$ cat src/hw/rtl/nsr_pkg.sv
// shared constants, state and command types for the newton square root block
`timescale 1ns / 1ps

package nsr_pkg;

    // field widths
    localparam int VAL_W     = 32;
    localparam int EPS_W     = 31;
    localparam int ROOT_W    = 24;
    localparam int FRAC_W    = 16;

    // iteration cap
    localparam int MAX_STEPS = 32;

    // scaled operand, quotient and guess width
    localparam int Q_W       = VAL_W - 1 + FRAC_W;
    localparam int DCNT_W    = $clog2(Q_W);
    localparam int STEP_W    = $clog2(MAX_STEPS + 1);

    localparam logic [ROOT_W-1:0] ROOT_MAX = '1;
    localparam logic [VAL_W-1:0]  ONE_Q    = VAL_W'(64'd1 << FRAC_W);
    localparam logic [EPS_W-1:0]  EPS_RST  = EPS_W'(1);

    typedef enum logic [2:0] {
        ST_IDLE,
        ST_START,
        ST_DIV,
        ST_UPDATE,
        ST_CHECK,
        ST_FINISH
    } nsr_state_t;

    // controller to datapath
    typedef struct packed {
        logic load;
        logic div_init;
        logic div_step;
        logic update;
        logic advance;
        logic set_capped;
        logic res_load;
    } nsr_cmd_t;

    // datapath to controller
    typedef struct packed {
        logic special;
        logic div_done;
        logic converged;
        logic out_busy;
    } nsr_status_t;

endpackage

$ cat src/hw/rtl/newton_square_root_top.sv
// top level of the newton square root block
//
//  channel   signals                         width        direction
//  input     in_valid in_ready value         32 signed    in
//  output    out_valid out_ready root        24 unsigned  out
//            invalid capped                  1 each       out
//  config    cfg_valid cfg_ready cfg_data    31 unsigned  in (epsilon)
//
// one item at a time: accept, a classify state, then per newton step the serial
// restoring divider plus update and check, for at most 32 newton steps; negative,
// zero and one items go from classify straight to finish.
// every newton step uses the single shared serial divider.
// asynchronous active-low reset clears the controller, output valid and epsilon (1).
// a new item is taken while the previous result waits in the output register;
// a finished result holds in the datapath until that register frees.
`timescale 1ns / 1ps

module newton_square_root_top
    import nsr_pkg::*;
(
    input  logic               clk,
    input  logic               rst_n,
    input  logic               in_valid,
    output logic               in_ready,
    input  logic [VAL_W-1:0]   value,
    output logic               out_valid,
    input  logic               out_ready,
    output logic [ROOT_W-1:0]  root,
    output logic               invalid,
    output logic               capped,
    input  logic               cfg_valid,
    output logic               cfg_ready,
    input  logic [EPS_W-1:0]   cfg_data
);

    nsr_cmd_t    cmd;
    nsr_status_t status;

    // tolerance writes are always taken
    assign cfg_ready = 1'b1;

    nsr_controller u_ctrl (
        .clk      (clk),
        .rst_n    (rst_n),
        .in_valid (in_valid),
        .in_ready (in_ready),
        .status   (status),
        .cmd      (cmd)
    );

    nsr_datapath u_dp (
        .clk       (clk),
        .rst_n     (rst_n),
        .value     (value),
        .cfg_valid (cfg_valid),
        .cfg_data  (cfg_data),
        .cmd       (cmd),
        .status    (status),
        .out_ready (out_ready),
        .root      (root),
        .invalid   (invalid),
        .capped    (capped),
        .out_valid (out_valid)
    );

endmodule

$ cat src/hw/rtl/nsr_datapath.sv
// datapath: operand registers, serial divider, newton update and output register
`timescale 1ns / 1ps

module nsr_datapath
    import nsr_pkg::*;
(
    input  logic               clk,
    input  logic               rst_n,
    input  logic [VAL_W-1:0]   value,
    input  logic               cfg_valid,
    input  logic [EPS_W-1:0]   cfg_data,
    input  nsr_cmd_t           cmd,
    output nsr_status_t        status,
    input  logic               out_ready,
    output logic [ROOT_W-1:0]  root,
    output logic               invalid,
    output logic               capped,
    output logic               out_valid
);

    logic [EPS_W-1:0]  eps_reg;
    logic [Q_W-1:0]    num_reg;
    logic [Q_W-1:0]    last_reg;
    logic [Q_W-1:0]    next_reg;
    logic [Q_W-1:0]    rem_reg;
    logic [Q_W-1:0]    quo_reg;
    logic [DCNT_W-1:0] dcnt_reg;
    logic              neg_reg;
    logic              triv_reg;
    logic              cap_reg;
    logic [ROOT_W-1:0] root_reg;
    logic              invalid_reg;
    logic              capped_reg;
    logic              out_valid_reg;

    logic [Q_W:0]      rem_shift;
    logic [Q_W:0]      div_sub;
    logic              div_fit;
    logic [Q_W-1:0]    rem_next;
    logic [Q_W-1:0]    quo_next;
    logic [Q_W:0]      guess_sum;
    logic [Q_W-1:0]    next_next;
    logic [Q_W-1:0]    diff;
    logic [ROOT_W-1:0] root_next;

    // tolerance register
    always_ff @(posedge clk or negedge rst_n)
    begin
        if (!rst_n)
        begin
            eps_reg <= EPS_RST;
        end
        else if (cfg_valid)
        begin
            eps_reg <= cfg_data;
        end
    end

    // one restoring division step: quotient bits shift in from the right
    always_comb
    begin
        rem_shift = {rem_reg, quo_reg[Q_W-1]};
        div_sub   = rem_shift - {1'b0, last_reg};
        div_fit   = rem_shift >= {1'b0, last_reg};
        if (div_fit)
        begin
            rem_next = div_sub[Q_W-1:0];
        end
        else
        begin
            rem_next = rem_shift[Q_W-1:0];
        end
        quo_next = {quo_reg[Q_W-2:0], div_fit};
    end

    // newton update: floor of the mean of guess and quotient
    always_comb
    begin
        guess_sum = {1'b0, last_reg} + {1'b0, quo_reg};
        next_next = guess_sum[Q_W:1];
    end

    // convergence test on the change of guess
    always_comb
    begin
        if (last_reg > next_reg)
        begin
            diff = last_reg - next_reg;
        end
        else
        begin
            diff = next_reg - last_reg;
        end
    end

    // result selection with saturation of wide roots
    always_comb
    begin
        priority if (neg_reg)
        begin
            root_next = '0;
        end
        else if (triv_reg)
        begin
            root_next = last_reg[ROOT_W-1:0];
        end
        else if (next_reg > Q_W'(ROOT_MAX))
        begin
            root_next = ROOT_MAX;
        end
        else
        begin
            root_next = next_reg[ROOT_W-1:0];
        end
    end

    // operand, guess and divider registers
    always_ff @(posedge clk)
    begin
        if (cmd.load)
        begin
            num_reg  <= {value[VAL_W-2:0], FRAC_W'(0)};
            last_reg <= Q_W'(value[VAL_W-2:0]);
            neg_reg  <= value[VAL_W-1];
            triv_reg <= (value == '0) || (value == ONE_Q);
            cap_reg  <= 1'b0;
        end
        if (cmd.advance)
        begin
            last_reg <= next_reg;
        end
        if (cmd.set_capped)
        begin
            cap_reg <= 1'b1;
        end
        if (cmd.update)
        begin
            next_reg <= next_next;
        end
        if (cmd.div_init)
        begin
            rem_reg  <= '0;
            quo_reg  <= num_reg;
            dcnt_reg <= '0;
        end
        else if (cmd.div_step)
        begin
            rem_reg  <= rem_next;
            quo_reg  <= quo_next;
            dcnt_reg <= dcnt_reg + DCNT_W'(1);
        end
    end

    // output register
    always_ff @(posedge clk or negedge rst_n)
    begin
        if (!rst_n)
        begin
            out_valid_reg <= 1'b0;
        end
        else if (cmd.res_load)
        begin
            out_valid_reg <= 1'b1;
        end
        else if (out_ready)
        begin
            out_valid_reg <= 1'b0;
        end
    end

    always_ff @(posedge clk)
    begin
        if (cmd.res_load)
        begin
            root_reg    <= root_next;
            invalid_reg <= neg_reg;
            capped_reg  <= cap_reg && !neg_reg && !triv_reg;
        end
    end

    // status back to the controller
    always_comb
    begin
        status.special   = neg_reg || triv_reg;
        status.div_done  = dcnt_reg == DCNT_W'(Q_W - 1);
        status.converged = diff <= Q_W'(eps_reg);
        status.out_busy  = out_valid_reg && !out_ready;
    end

    assign root      = root_reg;
    assign invalid   = invalid_reg;
    assign capped    = capped_reg;
    assign out_valid = out_valid_reg;

    // a negative operand gives a zero root and no cap flag
    a_invalid_clean: assert property (@(posedge clk) disable iff (!rst_n)
        out_valid_reg && invalid_reg |-> root_reg == '0 && !capped_reg)
        else $error("invalid item with nonzero root or cap flag");

    // a new result never overwrites one still waiting
    a_no_overwrite: assert property (@(posedge clk) disable iff (!rst_n)
        cmd.res_load |-> !(out_valid_reg && !out_ready))
        else $error("result loaded over a waiting item");

    // divider never steps past its last quotient bit
    a_div_bound: assert property (@(posedge clk) disable iff (!rst_n)
        cmd.div_step && status.div_done |=> !cmd.div_step)
        else $error("divider stepped past its last bit");

endmodule

$ cat src/hw/rtl/nsr_controller.sv
// controller: sequences load, serial division, update and convergence check
`timescale 1ns / 1ps

module nsr_controller
    import nsr_pkg::*;
(
    input  logic        clk,
    input  logic        rst_n,
    input  logic        in_valid,
    output logic        in_ready,
    input  nsr_status_t status,
    output nsr_cmd_t    cmd
);

    nsr_state_t        state_reg;
    nsr_state_t        state_next;
    logic [STEP_W-1:0] step_reg;
    logic [STEP_W-1:0] step_next;

    // state and step count registers
    always_ff @(posedge clk or negedge rst_n)
    begin
        if (!rst_n)
        begin
            state_reg <= ST_IDLE;
            step_reg  <= '0;
        end
        else
        begin
            state_reg <= state_next;
            step_reg  <= step_next;
        end
    end

    // next state and commands
    always_comb
    begin
        state_next = state_reg;
        step_next  = step_reg;
        cmd        = '0;
        in_ready   = 1'b0;
        unique case (state_reg)
            ST_IDLE:
            begin
                in_ready = 1'b1;
                if (in_valid)
                begin
                    cmd.load   = 1'b1;
                    state_next = ST_START;
                end
            end
            ST_START:
            begin
                step_next = '0;
                if (status.special)
                begin
                    state_next = ST_FINISH;
                end
                else
                begin
                    cmd.div_init = 1'b1;
                    state_next   = ST_DIV;
                end
            end
            ST_DIV:
            begin
                cmd.div_step = 1'b1;
                if (status.div_done)
                begin
                    state_next = ST_UPDATE;
                end
            end
            ST_UPDATE:
            begin
                cmd.update = 1'b1;
                step_next  = step_reg + STEP_W'(1);
                state_next = ST_CHECK;
            end
            ST_CHECK:
            begin
                priority if (status.converged)
                begin
                    state_next = ST_FINISH;
                end
                else if (step_reg >= STEP_W'(MAX_STEPS))
                begin
                    cmd.set_capped = 1'b1;
                    state_next     = ST_FINISH;
                end
                else
                begin
                    cmd.advance  = 1'b1;
                    cmd.div_init = 1'b1;
                    state_next   = ST_DIV;
                end
            end
            ST_FINISH:
            begin
                if (!status.out_busy)
                begin
                    cmd.res_load = 1'b1;
                    state_next   = ST_IDLE;
                end
            end
            default:
            begin
                state_next = ST_IDLE;
            end
        endcase
    end

endmodule

$ cat config.mk
export PLATFORM = sky130hd
export DESIGN_NAME = newton_square_root_top
export DESIGN_NICKNAME = d
export VERILOG_FILES = /design/src/hw/rtl/nsr_pkg.sv /design/src/hw/rtl/newton_square_root_top.sv /design/src/hw/rtl/nsr_datapath.sv /design/src/hw/rtl/nsr_controller.sv
export SDC_FILE = /design/constraint.sdc
export NUM_CORES = 1
export LEC_CHECK = 0
export ABC_AREA = 1
export BUFFER_PORTS_ARGS = -buffer_cell sky130_fd_sc_hd__clkbuf_2
export CORE_MARGIN = 4
export CORE_UTILIZATION = 50
export DETAILED_ROUTE_END_ITERATION = 6
export PLACE_DENSITY = 0.75
export SLEW_MARGIN = 20
export SYNTH_ARGS = -nofsm -noshare
export SYNTH_HDL_FRONTEND = slang
export SYNTH_SLANG_ARGS = --single-unit
export TNS_END_PERCENT = 1
$ cat constraint.sdc
create_clock -name clk -period 7.29 [get_ports clk]
set_clock_uncertainty 0.2 [all_clocks]
set_input_delay 1.458 -clock clk [delete_from_list [all_inputs] [get_ports clk]]
set_output_delay 1.458 -clock clk [all_outputs]
set_load 0.03 [all_outputs]
==> impl_metrics.yaml <==
detailed_routing:
  vias: 25490
  wl_per_cell_um: 19.98
  routed_wl_mm: 90.93
  ant_nets: 0
  via_per_inst: 5.601
  first_pass_iters: 7
  post-route-drc-count: 2
  initialDrtViolationCount: 3099
yosys:
  synth_mux_area_share_pct: 0.08353
  netlist_top_cells_count: "1,093 x nand2_1, 609 x inv_1, 389 x nor2_1"
  synth_xor_area_share_pct: 3.680
  syn_avg_cell_area_um2: 6.787
  synthTopCellsByArea: "edfxtp_1 24%, nand2_1 16%, ha_1 11%, inv_1 9.0%, nor2_1 5.7%"
  ys_seq_elements: 295
  syn-num-nets: 4045
  synthAdderAreaFrac_pct: 11.17
  yosys.area_share.simple_pct: 28.39
  synth_seq_area_share_pct: 31.87
  synth_most_common_cell: "nand2_1"
  synth_compound_gate_area_share_pct: 14.20
  ys.flop_type: "edfxtp_1"
  yosysTopAreaCellShare_pct: 23.59
  yosys_warnings: 0
  synth_top_area_cell: "edfxtp_1"
  synthArstFlopShare_pct: 13.90
  synth-edff-count: 200
  synth_top_family_by_area: "simple AND/OR/NAND/NOR gates"
  syn_inst: 3752
  synth_cell_type_count: 60
  synth_area_mm2: 0.02546
clock_network:
  clk_pin_slew_worst_paths_ns: 0.06
  cts_root_buf: "clkbuf_16"
  post-cts-setup-buffers: 0
  cts_buffers: 35
  clk_latency_ns: 0.59
  cts-resized-gates: 0
  htree_levels: 2
  tritoncts: "done"
  cts_sinks: 295
  cts.path.max_buffers: 3
  cts_hold_repair.buffers: 0
timing:
  finalMaxSlewViolations: 0
  layout_min_cycle_time_ns: 6.725
  relSlewSlack_pct: 26.20
  finalSetupTns_ns: 0
  hold_violations: 0
  worst_pin_slew_ns: 1.100
  max_freq_mhz: 148.7
  rsz0062_at_grt: "no"
  hold_ws_ns: 0.2650
  min_period_over_period_pct: 92.25
  setup_viol: 0
setup_path:
  crit_arrival_ns: 6.84
  path_max_fanout: 23
  r2r_start: "u_dp.last_reg[18]"
  r2r_cells: 27
  endpoint_kind: "flip-flop"
  cp-startpoint: "u_dp.last_reg[18]"
  crit_path_start_kind: "flip-flop"
  worst-setup-path-type: "flip-flop to flip-flop"
  cp.required_ns: 7.40
cells_and_area:
  nets: 4145
  design_area_mm2: 0.02806
  area_growth_pct: 10.21
  drive_above_1_share_pct: 6.393
  diodes: 0
placed_design:
  portBuffers: 95
  gp_congestion: 1.048
  dp_hpwl_mm: 75.91
  place_area_mm2: 0.02687
global_routing:
  use_met1_pct: 47.20
  globalRoute.totalOverflow: 0
  grt_pass1_vias: 23200
  grt_pass1_wl_mm: 135.2
  gr-usage-met2_pct: 46.72
  antenna_found_initial: 0
  grt_max_degree: 76
  top_usage_layer: "met1"
  grt_usage_pct: 32.66
  use_met3_pct: 7.707
die:
  die_x_um: 233.7
  die_y_um: 233.7
  fp.coreArea_mm2: 0.05027
  pin_count: 97
  rows: 82
  start_util_pct: 50.65
  die_area_mm2: 0.05460
worst_hold_path:
  min_path_type: "flip-flop to flip-flop"
  whs_path_depth: 2
  min_from: "u_dp.dcnt_reg[5]"
status:
  status: "finished with violations"
  violations: "DRC"
power_and_ir_drop:
  p_per_area_mw_per_mm2: 548.8
  irDropWorstVdd_mv: 0.2988
  p_leak_nw: 13.75
flow_run:
  max_cap_viol_count: 0
==> metrics by stage <==
step | std cells | power, mW | util (%) | setup slack (ns)
6_report | 4551 | 15.40 | 55.82 | 0.5648
5_1_grt | 4551 | 16.52 | 55.82 | 0.2431
4_1_cts | 4551 | 15.07 | 55.82 | 0.7984
3_5_place_dp | 4487 | 13.21 | 53.45 | 0.8433
3_3_place_gp | 4487 | 13.19 | 53.45 | 0.8647
2_1_floorplan | 3752 | 9.921 | - | 1.036
==> cells by family (layout without fill, tap and decap cells) <==
| group | count (synthesis) | count (layout) |
|---|---|---|
| AND/OR/NAND/NOR | 1774 | 1774 |
| buffers and inverters | 691 | 818 |
| AO/OA/AOI/OAI | 657 | 657 |
| flip-flops | 295 | 295 |
| adder cells (fa/ha/maj) | 225 | 225 |
| XOR/XNOR | 107 | 107 |
| multiplexers | 2 | 2 |
| other | 1 | 1 |
==> power breakdown <==
group / internal (mW) / switching (mW) / total [mW] / leakage (nW)
sequential: 2.65 / 0.481 / 3.13 / 2.81
clock: 1.04 / 0.761 / 1.80 / 0.560
combinational: 3.30 / 7.16 / 10.5 / 10.4
total: 6.99 / 8.41 / 15.4 / 13.8
==> final cells by class <==
| class | instances | area, um^2 |
|---|---|---|
| fill | 4991 | 22210 |
| multi-input combinational | 2766 | 14690 |
| inverter | 623 | 2338 |
| clock inverter | 27 | 309.0 |
| timing repair buffer | 131 | 883.3 |
| tap | 672 | 840.8 |
| sequential | 295 | 8114 |
| clock buffer | 37 | 883.3 |
==> metal layers <==
metal / vias up / wire, um
met1: 11700 / 39590
li1: 12380 / -
met2: 1234 / 36500
met4: 0 / 4354
met3: 178 / 10490
met5: - / 0
==> layout by cell type, fill, tap and decap left out, types with 19 or more instances in the layout <==
cell / instances
o21bai_1: 21
nor4_1: 19
xnor2_1: 55
edfxtp_1: 200
a21oi_1: 271
inv_1: 608
ha_1: 221
o21ai_0: 191
dfxtp_1: 54
nor2_1: 387
xor2_1: 52
nor3_1: 25
dfrtp_1: 40
clkbuf_2: 94
o21ai_1: 43
a31oi_1: 56
buf_4: 25
nand4_1: 35
nand3_1: 162
nand2_1: 1091
o211ai_1: 21
clkbuf_16: 35
==> worst max-delay path, stage by stage (launching register included) <==
cell,delay (ns)
edfxtp_1,0.48
ha_1,0.57
nand2_1,0.27
nor2_1,0.31
nand2_1,0.21
nor2_4,0.20
nand3_2,0.16
nand2_4,0.25
inv_2,0.23
o21ai_0,0.73
o211ai_1,0.20
xnor2_1,0.26
inv_1,0.09
ha_1,0.30
nand2_1,0.07
nor2_1,0.21
nor4b_1,0.25
nand2_1,0.09
a21oi_1,0.21
a21oi_1,0.06
nand2_1,0.08
nor2_2,0.04
nand3_2,0.11
nand3_4,0.24
buf_12,0.26
buf_4,0.20
nand3_1,0.09
nand2_1,0.06
==> final timing paths <==
path	endpoint	slack, ns
max in group asynchronous	u_dp.eps_reg[26]	5.51
min in group asynchronous	u_dp.eps_reg[16]	0.82
worst min-delay path	u_dp.dcnt_reg[5]	0.26
worst max register to register	u_dp.quo_reg[34]	0.56
worst min register to register	u_dp.dcnt_reg[5]	0.26
worst max-delay path	u_dp.quo_reg[34]	0.56
(Power assumes the default switching activity.)
